===== config.mk =====
export PLATFORM = sky130hd
export DESIGN_NAME = integer_to_ascii_formatter
export DESIGN_NICKNAME = d
export VERILOG_FILES = /design/src/rtl/ita_pkg.sv /design/src/rtl/ita_bcd_conv.sv /design/src/rtl/ita_emit.sv /design/src/rtl/integer_to_ascii_formatter.sv
export SDC_FILE = /design/constraint.sdc
export NUM_CORES = 1
export LEC_CHECK = 0
export BUFFER_PORTS_ARGS = -buffer_cell sky130_fd_sc_hd__clkbuf_2
export CAP_MARGIN = 5
export CORE_ASPECT_RATIO = 0.75
export CORE_MARGIN = 5
export CORE_UTILIZATION = 55
export DETAILED_ROUTE_END_ITERATION = 12
export PLACE_DENSITY = 0.81
export RECOVER_POWER = 25
export SLEW_MARGIN = 10
export SYNTH_ARGS = -nofsm -noshare
export SYNTH_HDL_FRONTEND = slang
export SYNTH_SLANG_ARGS = --single-unit

===== constraint.sdc =====
create_clock -name clock -period 7.6 [get_ports clock]
set_clock_uncertainty 0.15 [all_clocks]
set_input_delay 0.76 -clock clock [delete_from_list [all_inputs] [get_ports clock]]
set_output_delay 0.76 -clock clock [all_outputs]
set_load 0.005 [all_outputs]

===== src/rtl/ita_pkg.sv =====
// ----------------------------------------------------------------------------
// ita_pkg
// Shared types, codes and character constants for the integer to ASCII
// formatter: format selector codes, ASCII constants, digit lookup.
// ----------------------------------------------------------------------------
package ita_pkg;

   // Format selector codes
   localparam logic [1:0] OP_DEC       = 2'd0;
   localparam logic [1:0] OP_HEX_LOWER = 2'd1;
   localparam logic [1:0] OP_HEX_UPPER = 2'd2;
   localparam logic [1:0] OP_POINTER   = 2'd3;

   // Field widths
   localparam int OP_W        = 2;
   localparam int CHAR_W      = 7;
   localparam int COUNT_W     = 5;
   localparam int MAX_CHARS   = 20;
   localparam int REQ_DATA_W  = 64;
   localparam int RSP_DATA_W  = 16;

   // ASCII constants
   localparam logic [6:0] CHAR_ZERO    = 7'h30;
   localparam logic [6:0] CHAR_X       = 7'h78;
   localparam logic [6:0] CHAR_MINUS   = 7'h2D;
   localparam logic [6:0] CHAR_UPPER_A = 7'h41;
   localparam logic [6:0] CHAR_LOWER_A = 7'h61;

   // Load command from the top level to the character emitter
   typedef struct packed {
      logic       load;
      logic [1:0] op;
      logic       neg;
   } ita_load_type;

   // One digit (0..15) to its ASCII character
   function automatic logic [6:0] digit_char(input logic [3:0] d, input logic upper);
      logic [6:0] base;
      base = upper ? CHAR_UPPER_A : CHAR_LOWER_A;
      if (d < 4'd10) begin
         return CHAR_ZERO + {3'b000, d};
      end
      return base + {3'b000, d} - 7'd10;
   endfunction

endpackage


===== src/rtl/ita_bcd_conv.sv =====
// ----------------------------------------------------------------------------
// ita_bcd_conv
// Bit-serial binary to BCD converter (shift and add-3). One input bit enters
// the BCD register per cycle; done pulses once all WIDTH bits have been shifted in.
// ----------------------------------------------------------------------------
module ita_bcd_conv #(
   parameter int WIDTH = 64,
   parameter int NDIG  = 20
) (
   input  logic                clock,
   input  logic                reset,
   input  logic                start,
   input  logic [WIDTH-1:0]    magnitude,
   output logic                done,
   output logic [NDIG*4-1:0]   digits
);

   localparam int CW = $clog2(WIDTH + 1);
   localparam int DW = NDIG * 4;

   logic [WIDTH-1:0] bin_ff, bin_in;
   logic [DW-1:0]    bcd_ff, bcd_in;
   logic [DW-1:0]    adj;
   logic [CW-1:0]    cnt_ff, cnt_in;
   logic             busy_ff, busy_in;
   logic             done_ff, done_in;

   // Add 3 to every BCD digit of 5 or more before the shift
   always_comb begin
      for (int i = 0; i < NDIG; i++) begin
         adj[i*4 +: 4] = (bcd_ff[i*4 +: 4] >= 4'd5) ? bcd_ff[i*4 +: 4] + 4'd3
                                                    : bcd_ff[i*4 +: 4];
      end
   end

   // Sequencer: load, then shift one bit per cycle
   always_comb begin
      bin_in  = bin_ff;
      bcd_in  = bcd_ff;
      cnt_in  = cnt_ff;
      busy_in = busy_ff;
      done_in = 1'b0;
      if (start) begin
         bin_in  = magnitude;
         bcd_in  = '0;
         cnt_in  = CW'(WIDTH);
         busy_in = 1'b1;
      end else if (busy_ff) begin
         bcd_in = {adj[DW-2:0], bin_ff[WIDTH-1]};
         bin_in = bin_ff << 1;
         cnt_in = cnt_ff - CW'(1);
         if (cnt_ff == CW'(1)) begin
            busy_in = 1'b0;
            done_in = 1'b1;
         end
      end
   end

   always_ff @(posedge clock) begin
      if (reset) begin
         busy_ff <= 1'b0;
         done_ff <= 1'b0;
         cnt_ff  <= '0;
      end else begin
         busy_ff <= busy_in;
         done_ff <= done_in;
         cnt_ff  <= cnt_in;
      end
      bin_ff <= bin_in;
      bcd_ff <= bcd_in;
   end

   assign done   = done_ff;
   assign digits = bcd_ff;

endmodule


===== src/rtl/ita_emit.sv =====
// ----------------------------------------------------------------------------
// ita_emit
// Character emitter: drops leading zero digits one per cycle, then sends the
// prefix and one digit per item from a nibble shift register into the output
// register.
// ----------------------------------------------------------------------------
module ita_emit #(
   parameter int NDIG = 20
) (
   input  logic                          clock,
   input  logic                          reset,
   input  ita_pkg::ita_load_type         ld,
   input  logic [NDIG*4-1:0]             digits,
   output logic                          busy,
   input  logic                          rsp_ready,
   output logic                          rsp_valid,
   output logic [ita_pkg::CHAR_W-1:0]    rsp_char,
   output logic                          rsp_last,
   output logic [ita_pkg::COUNT_W-1:0]   rsp_total
);

   localparam int CW = $clog2(NDIG + 1);
   localparam int DW = NDIG * 4;

   localparam logic [1:0] ST_IDLE   = 2'd0;
   localparam logic [1:0] ST_SKIP   = 2'd1;
   localparam logic [1:0] ST_PREFIX = 2'd2;
   localparam logic [1:0] ST_DIGITS = 2'd3;

   logic [1:0]                    state_ff, state_in;
   logic [DW-1:0]                 dig_ff, dig_in;
   logic [CW-1:0]                 rem_ff, rem_in;
   logic                          idx_ff, idx_in;
   logic [ita_pkg::COUNT_W-1:0]   total_ff, total_in;
   logic [1:0]                    op_ff, op_in;
   logic                          neg_ff, neg_in;
   logic                          out_valid_ff, out_valid_in;
   logic [ita_pkg::CHAR_W-1:0]    out_char_ff, out_char_in;
   logic                          out_last_ff, out_last_in;
   logic [ita_pkg::COUNT_W-1:0]   out_total_ff, out_total_in;

   logic [1:0] prefix_len;
   logic [3:0] top_nib;
   logic       adv;
   logic       upper;
   logic       fin;

   // Prefix length: '-' for negative decimal, "0x" for pointer form
   always_comb begin
      prefix_len = 2'd0;
      if (op_ff == ita_pkg::OP_DEC) begin
         prefix_len = {1'b0, neg_ff};
      end else if (op_ff == ita_pkg::OP_POINTER) begin
         prefix_len = 2'd2;
      end
   end

   assign top_nib = dig_ff[DW-1 -: 4];
   assign adv     = !out_valid_ff || rsp_ready;
   assign upper   = (op_ff == ita_pkg::OP_HEX_UPPER) || (op_ff == ita_pkg::OP_DEC);
   assign fin     = (rem_ff == CW'(1));

   // Emitter sequencer
   always_comb begin
      state_in     = state_ff;
      dig_in       = dig_ff;
      rem_in       = rem_ff;
      idx_in       = idx_ff;
      total_in     = total_ff;
      op_in        = op_ff;
      neg_in       = neg_ff;
      out_valid_in = out_valid_ff && !rsp_ready;
      out_char_in  = out_char_ff;
      out_last_in  = out_last_ff;
      out_total_in = out_total_ff;
      unique case (state_ff)
         ST_IDLE: begin
            if (ld.load) begin
               dig_in   = digits;
               rem_in   = CW'(NDIG);
               op_in    = ld.op;
               neg_in   = ld.neg;
               state_in = ST_SKIP;
            end
         end
         ST_SKIP: begin
            // drop leading zeros, keep at least one digit
            if (top_nib == 4'd0 && !fin) begin
               dig_in = dig_ff << 4;
               rem_in = rem_ff - CW'(1);
            end else begin
               total_in = ita_pkg::COUNT_W'(rem_ff) + {3'b000, prefix_len};
               idx_in   = 1'b0;
               state_in = (prefix_len != 2'd0) ? ST_PREFIX : ST_DIGITS;
            end
         end
         ST_PREFIX: begin
            if (adv) begin
               out_valid_in = 1'b1;
               out_last_in  = 1'b0;
               out_total_in = '0;
               if (op_ff == ita_pkg::OP_DEC) begin
                  out_char_in = ita_pkg::CHAR_MINUS;
               end else begin
                  out_char_in = idx_ff ? ita_pkg::CHAR_X : ita_pkg::CHAR_ZERO;
               end
               idx_in = 1'b1;
               if (idx_ff || prefix_len == 2'd1) begin
                  state_in = ST_DIGITS;
               end
            end
         end
         ST_DIGITS: begin
            if (adv) begin
               out_valid_in = 1'b1;
               out_char_in  = ita_pkg::digit_char(top_nib, upper);
               out_last_in  = fin;
               out_total_in = fin ? total_ff : '0;
               dig_in       = dig_ff << 4;
               rem_in       = rem_ff - CW'(1);
               if (fin) begin
                  state_in = ST_IDLE;
               end
            end
         end
         default: begin
            state_in = ST_IDLE;
         end
      endcase
   end

   always_ff @(posedge clock) begin
      if (reset) begin
         state_ff     <= ST_IDLE;
         out_valid_ff <= 1'b0;
      end else begin
         state_ff     <= state_in;
         out_valid_ff <= out_valid_in;
      end
      dig_ff       <= dig_in;
      rem_ff       <= rem_in;
      idx_ff       <= idx_in;
      total_ff     <= total_in;
      op_ff        <= op_in;
      neg_ff       <= neg_in;
      out_char_ff  <= out_char_in;
      out_last_ff  <= out_last_in;
      out_total_ff <= out_total_in;
   end

   assign busy      = (state_ff != ST_IDLE);
   assign rsp_valid = out_valid_ff;
   assign rsp_char  = out_char_ff;
   assign rsp_last  = out_last_ff;
   assign rsp_total = out_total_ff;

endmodule


===== src/rtl/integer_to_ascii_formatter.sv =====
// ----------------------------------------------------------------------------
// integer_to_ascii_formatter
// Prints one number per request item as a stream of ASCII characters.
// ----------------------------------------------------------------------------
// Usage:
//   Request channel: req_tdata holds the value (low VALUE_WIDTH bits used),
//   req_tuser the format (signed decimal, hex lower, hex upper, pointer).
//   Response channel: one item per character, most significant first;
//   rsp_tlast marks the final character, which also carries the character
//   count in rsp_tdata[11:7] (zero on all other characters).
// Sequence (receiver always ready):
//   Decimal: bit-serial BCD conversion, a load into the emitter, leading
//   zero digits dropped one per cycle, a decision step, the prefix
//   characters, the printed digits one per cycle and a step back to idle.
//   Hex skips the conversion and loads the value at once; pointer form
//   adds the "0x" prefix.
//   One number is worked on at a time; req_tready rises in the cycle
//   after the last character has entered the output register, even if it
//   is not taken.
// Reset clears the sequencers and the output valid; no number is in flight.
// A stalled receiver holds the output register and freezes the emitter's prefix and digit steps.
// ----------------------------------------------------------------------------
module integer_to_ascii_formatter #(
   parameter int VALUE_WIDTH = 64
) (
   input  logic                              clock,
   input  logic                              reset,
   input  logic                              req_tvalid,
   output logic                              req_tready,
   input  logic [ita_pkg::REQ_DATA_W-1:0]    req_tdata,  // [63:0] value
   input  logic [ita_pkg::OP_W-1:0]          req_tuser,  // [1:0] operation
   output logic                              rsp_tvalid,
   input  logic                              rsp_tready,
   output logic [ita_pkg::RSP_DATA_W-1:0]    rsp_tdata,  // [6:0] character, [11:7] total_count
   output logic                              rsp_tlast
);

   localparam int NDIG = (VALUE_WIDTH * 30103) / 100000 + 1;
   localparam int DW   = NDIG * 4;
   localparam int PAD  = ita_pkg::RSP_DATA_W - ita_pkg::CHAR_W - ita_pkg::COUNT_W;

   localparam logic [1:0] ST_IDLE = 2'd0;
   localparam logic [1:0] ST_CONV = 2'd1;
   localparam logic [1:0] ST_EMIT = 2'd2;

   logic [1:0]               state_ff, state_in;
   logic [1:0]               op_ff, op_in;
   logic                     neg_ff, neg_in;

   logic                     accept;
   logic [VALUE_WIDTH-1:0]   val;
   logic [VALUE_WIDTH-1:0]   mag;
   logic                     neg;
   logic                     is_dec;
   logic                     conv_start;
   logic                     conv_done;
   logic [DW-1:0]            bcd;
   ita_pkg::ita_load_type    ld;
   logic [DW-1:0]            ld_digits;
   logic                     emit_busy;
   logic [ita_pkg::CHAR_W-1:0]  rsp_char;
   logic [ita_pkg::COUNT_W-1:0] rsp_total;

   // Input decode: sign and magnitude for decimal
   assign req_tready = (state_ff == ST_IDLE);
   assign accept     = req_tvalid && req_tready;
   assign val        = req_tdata[VALUE_WIDTH-1:0];
   assign is_dec     = (req_tuser == ita_pkg::OP_DEC);
   assign neg        = is_dec && val[VALUE_WIDTH-1];
   assign mag        = neg ? (~val + VALUE_WIDTH'(1)) : val;
   assign conv_start = accept && is_dec;

   // Top sequencer: decimal goes through the converter, hex loads directly
   always_comb begin
      state_in     = state_ff;
      op_in        = op_ff;
      neg_in       = neg_ff;
      ld.load      = 1'b0;
      ld.op        = op_ff;
      ld.neg       = neg_ff;
      ld_digits    = bcd;
      unique case (state_ff)
         ST_IDLE: begin
            if (accept) begin
               op_in  = req_tuser;
               neg_in = neg;
               if (is_dec) begin
                  state_in = ST_CONV;
               end else begin
                  ld.load   = 1'b1;
                  ld.op     = req_tuser;
                  ld.neg    = 1'b0;
                  ld_digits = DW'(val);
                  state_in  = ST_EMIT;
               end
            end
         end
         ST_CONV: begin
            if (conv_done) begin
               ld.load  = 1'b1;
               state_in = ST_EMIT;
            end
         end
         ST_EMIT: begin
            if (!emit_busy) begin
               state_in = ST_IDLE;
            end
         end
         default: begin
            state_in = ST_IDLE;
         end
      endcase
   end

   always_ff @(posedge clock) begin
      if (reset) begin
         state_ff <= ST_IDLE;
      end else begin
         state_ff <= state_in;
      end
      op_ff  <= op_in;
      neg_ff <= neg_in;
   end

   ita_bcd_conv #(
      .WIDTH (VALUE_WIDTH),
      .NDIG  (NDIG)
   ) u_conv (
      .clock     (clock),
      .reset     (reset),
      .start     (conv_start),
      .magnitude (mag),
      .done      (conv_done),
      .digits    (bcd)
   );

   ita_emit #(
      .NDIG (NDIG)
   ) u_emit (
      .clock     (clock),
      .reset     (reset),
      .ld        (ld),
      .digits    (ld_digits),
      .busy      (emit_busy),
      .rsp_ready (rsp_tready),
      .rsp_valid (rsp_tvalid),
      .rsp_char  (rsp_char),
      .rsp_last  (rsp_tlast),
      .rsp_total (rsp_total)
   );

   assign rsp_tdata = {{PAD{1'b0}}, rsp_total, rsp_char};

`ifndef SYNTHESIS
   // Emitter is never busy while a new number can be accepted
   a_idle_emit : assert property (@(posedge clock) disable iff (reset)
      (state_ff == ST_IDLE) |-> !emit_busy)
      else $error("emitter busy while idle");

   // Converter finishes only while a decimal number is being converted
   a_conv_done : assert property (@(posedge clock) disable iff (reset)
      conv_done |-> (state_ff == ST_CONV))
      else $error("converter done outside conversion");

   // Final character carries a count between 1 and the maximum
   a_last_count : assert property (@(posedge clock) disable iff (reset)
      (rsp_tvalid && rsp_tlast) |->
         (rsp_total != '0 && rsp_total <= ita_pkg::COUNT_W'(ita_pkg::MAX_CHARS)))
      else $error("bad character count on last");

   // Count is zero on every other character
   a_mid_count : assert property (@(posedge clock) disable iff (reset)
      (rsp_tvalid && !rsp_tlast) |-> (rsp_total == '0))
      else $error("count set before last character");
`endif

endmodule


==> impl_metrics.ini <==
[die]
initial_core_util_pct = 55.6
floorplan.die.width_um = 197
floorplan.io_pins = 89
core_area_sq_mm = 0.0258
rows = 51
area_of_the_die_sq_mm = 0.0295
die_height_um = 150

[critical_path]
timing.critical_path.slowest_cell_delay_ps = 2890
rrSetupSlack_ps = 3180
crit_path_end_kind = flop
startpoint_to_endpoint_class_of_the_critical_path = reg2reg
cpMaxStageDelayCell = clkbuf_1
worstReg2RegEnd = u_conv.cnt_ff[1]
r2r_start = state_ff[0]
cpLargestDelayFamily = buffers and inverters
series_of_cell_instances_along_the_critical_path = nor2_1 -> nand2_1 -> nor3_1 -> clkbuf_1 -> a2111oi_0
crit_buf_inv = 1
worstRegToRegCells = 5
worstPathMaxFanout = 88
worst_setup_path_start_kind = flop
crit_arrival_ps = 4470
worst_ep_required_time_ps = 7650

[timing]
final-max-slew-violation-count = 140
timing_hold_violations_final = 0
min_period_over_period_pct = 58.2
setup_viol = 0
transition_time_at_the_pin_with_the_least_slew_margin_ps = 4150
final.min_clock_period_ps = 4420
slew_headroom_pct = -177
final.setup.tns_ps = 0
grt_setup_unrepaired = false
fmaxAchievable_mhz = 226

[pwr]
worst_ir_drop_vdd_mv = 0.191
power.density_mw_per_mm2 = 362
p_leak_nw = 5.87

[clock_network]
clk_pin_slew_ps = 60
htree_levels = 1
worstSkewPairLatency_ps = 540
tritoncts.num_buffers = 29
cts-root-buf = clkbuf_16
post-cts-setup-buffers = 0
clock_sinks = 268
clock_tree.buffer_depth = 3
cts_tree = built
cts_resized = 0
number_of_hold_repair_buffers_added_at_the_cts_stage = 0

[detailed_routing]
detail_route.drc_violations = 0
route.detailed.vias_per_inst = 5.85
routed-wl-met2_um = 14900
drt-wirelength-per-cell_um = 17.5
drtAntennaViolNets = 0
detail_route.wirelength_um = 35100
initialDrtViolationCount = 1566
firstDrtPassIters = 6
num_vias = 11800
met3WireLength_um = 3650
uppermost_layer_routed = met4
met1_routed_wirelength_after_detailed_routing_um = 15900

[global_routing]
grt-ovfl-total = 0
track_usage_pct = 23.4
grt_pass1_wl_um = 56600
first_global_vias = 10800
largest_net_degree_at_the_start_of_global_routing = 108
antenna_found_initial = 1

[synthesis]
netlist_instances = 1606
synth_largest_area_cell = edfxtp_1
yosysWarningCount = 0
postSynth.asyncResetShare_pct = 0
synthTopCellsByCount = nand2_1, nor2_1, edfxtp_1
dominantRegCellSynth = edfxtp_1
seq_area_frac_synth_pct = 49.5
yosysUniqueCellTypes = 59
proportion_of_netlist_area_held_by_the_largest_area_contributor_pct = 36.4
synth.top_cells.by_area = edfxtp_1, dfxtp_1, nand2_1, nor2_1, xnor2_1
synth_seq_cells = 268
synth.avg_cell_area_sq_um = 8.95
number_of_flops_mapped_to_enable_cells_by_yosys = 174
syn_area_sq_mm = 0.0144
synth.most_common_cell = nand2_1

[hold_path]
timing.hold.worst.class = reg2reg
timing.hold.worst.start = u_conv.digits[79]
whs_endpoint = u_conv.digits[79]
holdPathStages = 2

[run]
drv.max_cap_violation_count = 2

[place]
place.detailed.hpwl_um = 24000
port_buffers = 84
post_placement_cell_area_sq_mm = 0.0150
final_wtd_congestion = 0.906

[final_layout]
nets = 1769
layout.cell_area.non_filler_sq_mm = 0.0159
post_route_cells_drive_above_1_share_pct = 8.70
area_growth_syn_to_layout_pct = 10.4

[run_status]
violations_in_the_final_reports = max-capacitance violations, max-slew violations
result_of_the_run = complete, but fails checks
## cell type report
type	instances	area, sq um
well taps	344	430
diodes	1	2.50
repair buffers	96	485
flip-flops and latches	268	7110
multi-input cells	1182	6690
clock buffers	39	773
inverters	68	255
clock inverters	14	124
fillers	2071	9970
## state kept, by name (all words and copies together), names as in the netlist, 2 cells and up
register and count:
op_ff 2, u_emit.total_ff 5, u_emit.state_ff 2, u_conv.bin_ff 64, u_conv.cnt_ff 7, u_emit.rem_ff 5, u_conv.digits 80, state_ff 2
u_emit.rsp_char 7, u_emit.op_ff 2, u_emit.rsp_total 5, u_emit.dig_ff 80
## worst register-to-register path, stage by stage, from the launching register on
cell and delay, ps:
dfxtp_1 340, nor2_1 130, nand2_1 140, nor3_1 160, clkbuf_1 2890, a2111oi_0 270
## report_power, final
part	internal (mW)	switching [mW]
registers	2.25	0.361
clock network	0.779	0.565
logic	0.650	1.14
total	3.68	2.06
## cell families after synthesis
group | Yosys count | share of synthesized area (%)
and+or+nand+nor | 623 | 19.1
AOI/OAI and AO/OA | 381 | 14.9
DFF | 268 | 49.5
buffers and inverters | 159 | 4.34
xor gates and xnor gates | 97 | 5.91
adders and majority gates | 54 | 4.75
muxes | 23 | 1.60
other | 1 | 0.0261
## placed cells by master, fill, tap and decap left out, types with 6 or more instances in the layout
master,netlist,layout
nand2_1,286,285
nor2_1,193,191
edfxtp_1,174,174
o21ai_0,129,128
a21oi_1,119,119
dfxtp_1,94,93
a31oi_1,81,81
xnor2_1,77,77
clkbuf_2,0,73
inv_1,67,67
ha_1,53,53
nor3_1,38,37
clkbuf_16,0,29
nand3_1,24,24
mux2i_1,23,23
clkbuf_1,70,23
nand2b_1,21,21
xor2_1,20,20
o31ai_1,17,17
nor3b_1,12,12
a211oi_1,11,11
clkinv_2,0,9
buf_4,4,9
and3_1,7,7
nor4_1,6,6
## metal layers
metal,up-vias,GRT usage (%)
li1,5688,-
met1,5525,36.0
met2,502,34.7
met3,50,4.01
met4,0,5.13
met5,-,0
## per-stage QoR
step / total power, mW / setup slack (ps) / utilization (%) / instances / hold WS [ps]
3_5_place_dp: 4.40 / 3780 / 58.1 / 1958 / 334
3_3_place_gp: 4.28 / 3860 / 58.1 / 1958 / 319
6_report: 5.75 / 3180 / 61.4 / 2012 / 341
4_1_cts: 5.74 / 4360 / 61.5 / 2011 / 344
2_1_floorplan: 3.88 / 2030 / - / 1609 / 295
5_1_grt: 6.12 / 2730 / 61.4 / 2012 / 364
## worst max path at each step
stage	from	end	slack (ps)	depth (start not counted)
after floorplan	req_tuser[0]	u_emit.dig_ff[0]	2030	5
after global placement	req_tuser[0]	u_emit.dig_ff[35]	3860	8
after detailed placement	req_tuser[0]	u_emit.dig_ff[36]	3780	8
after CTS	req_tuser[0]	u_emit.dig_ff[46]	4360	8
after global routing	state_ff[0]	u_conv.cnt_ff[1]	2730	5
final	state_ff[0]	u_conv.cnt_ff[1]	3180	5
Note: power is estimated with default switching activity, not from simulation.
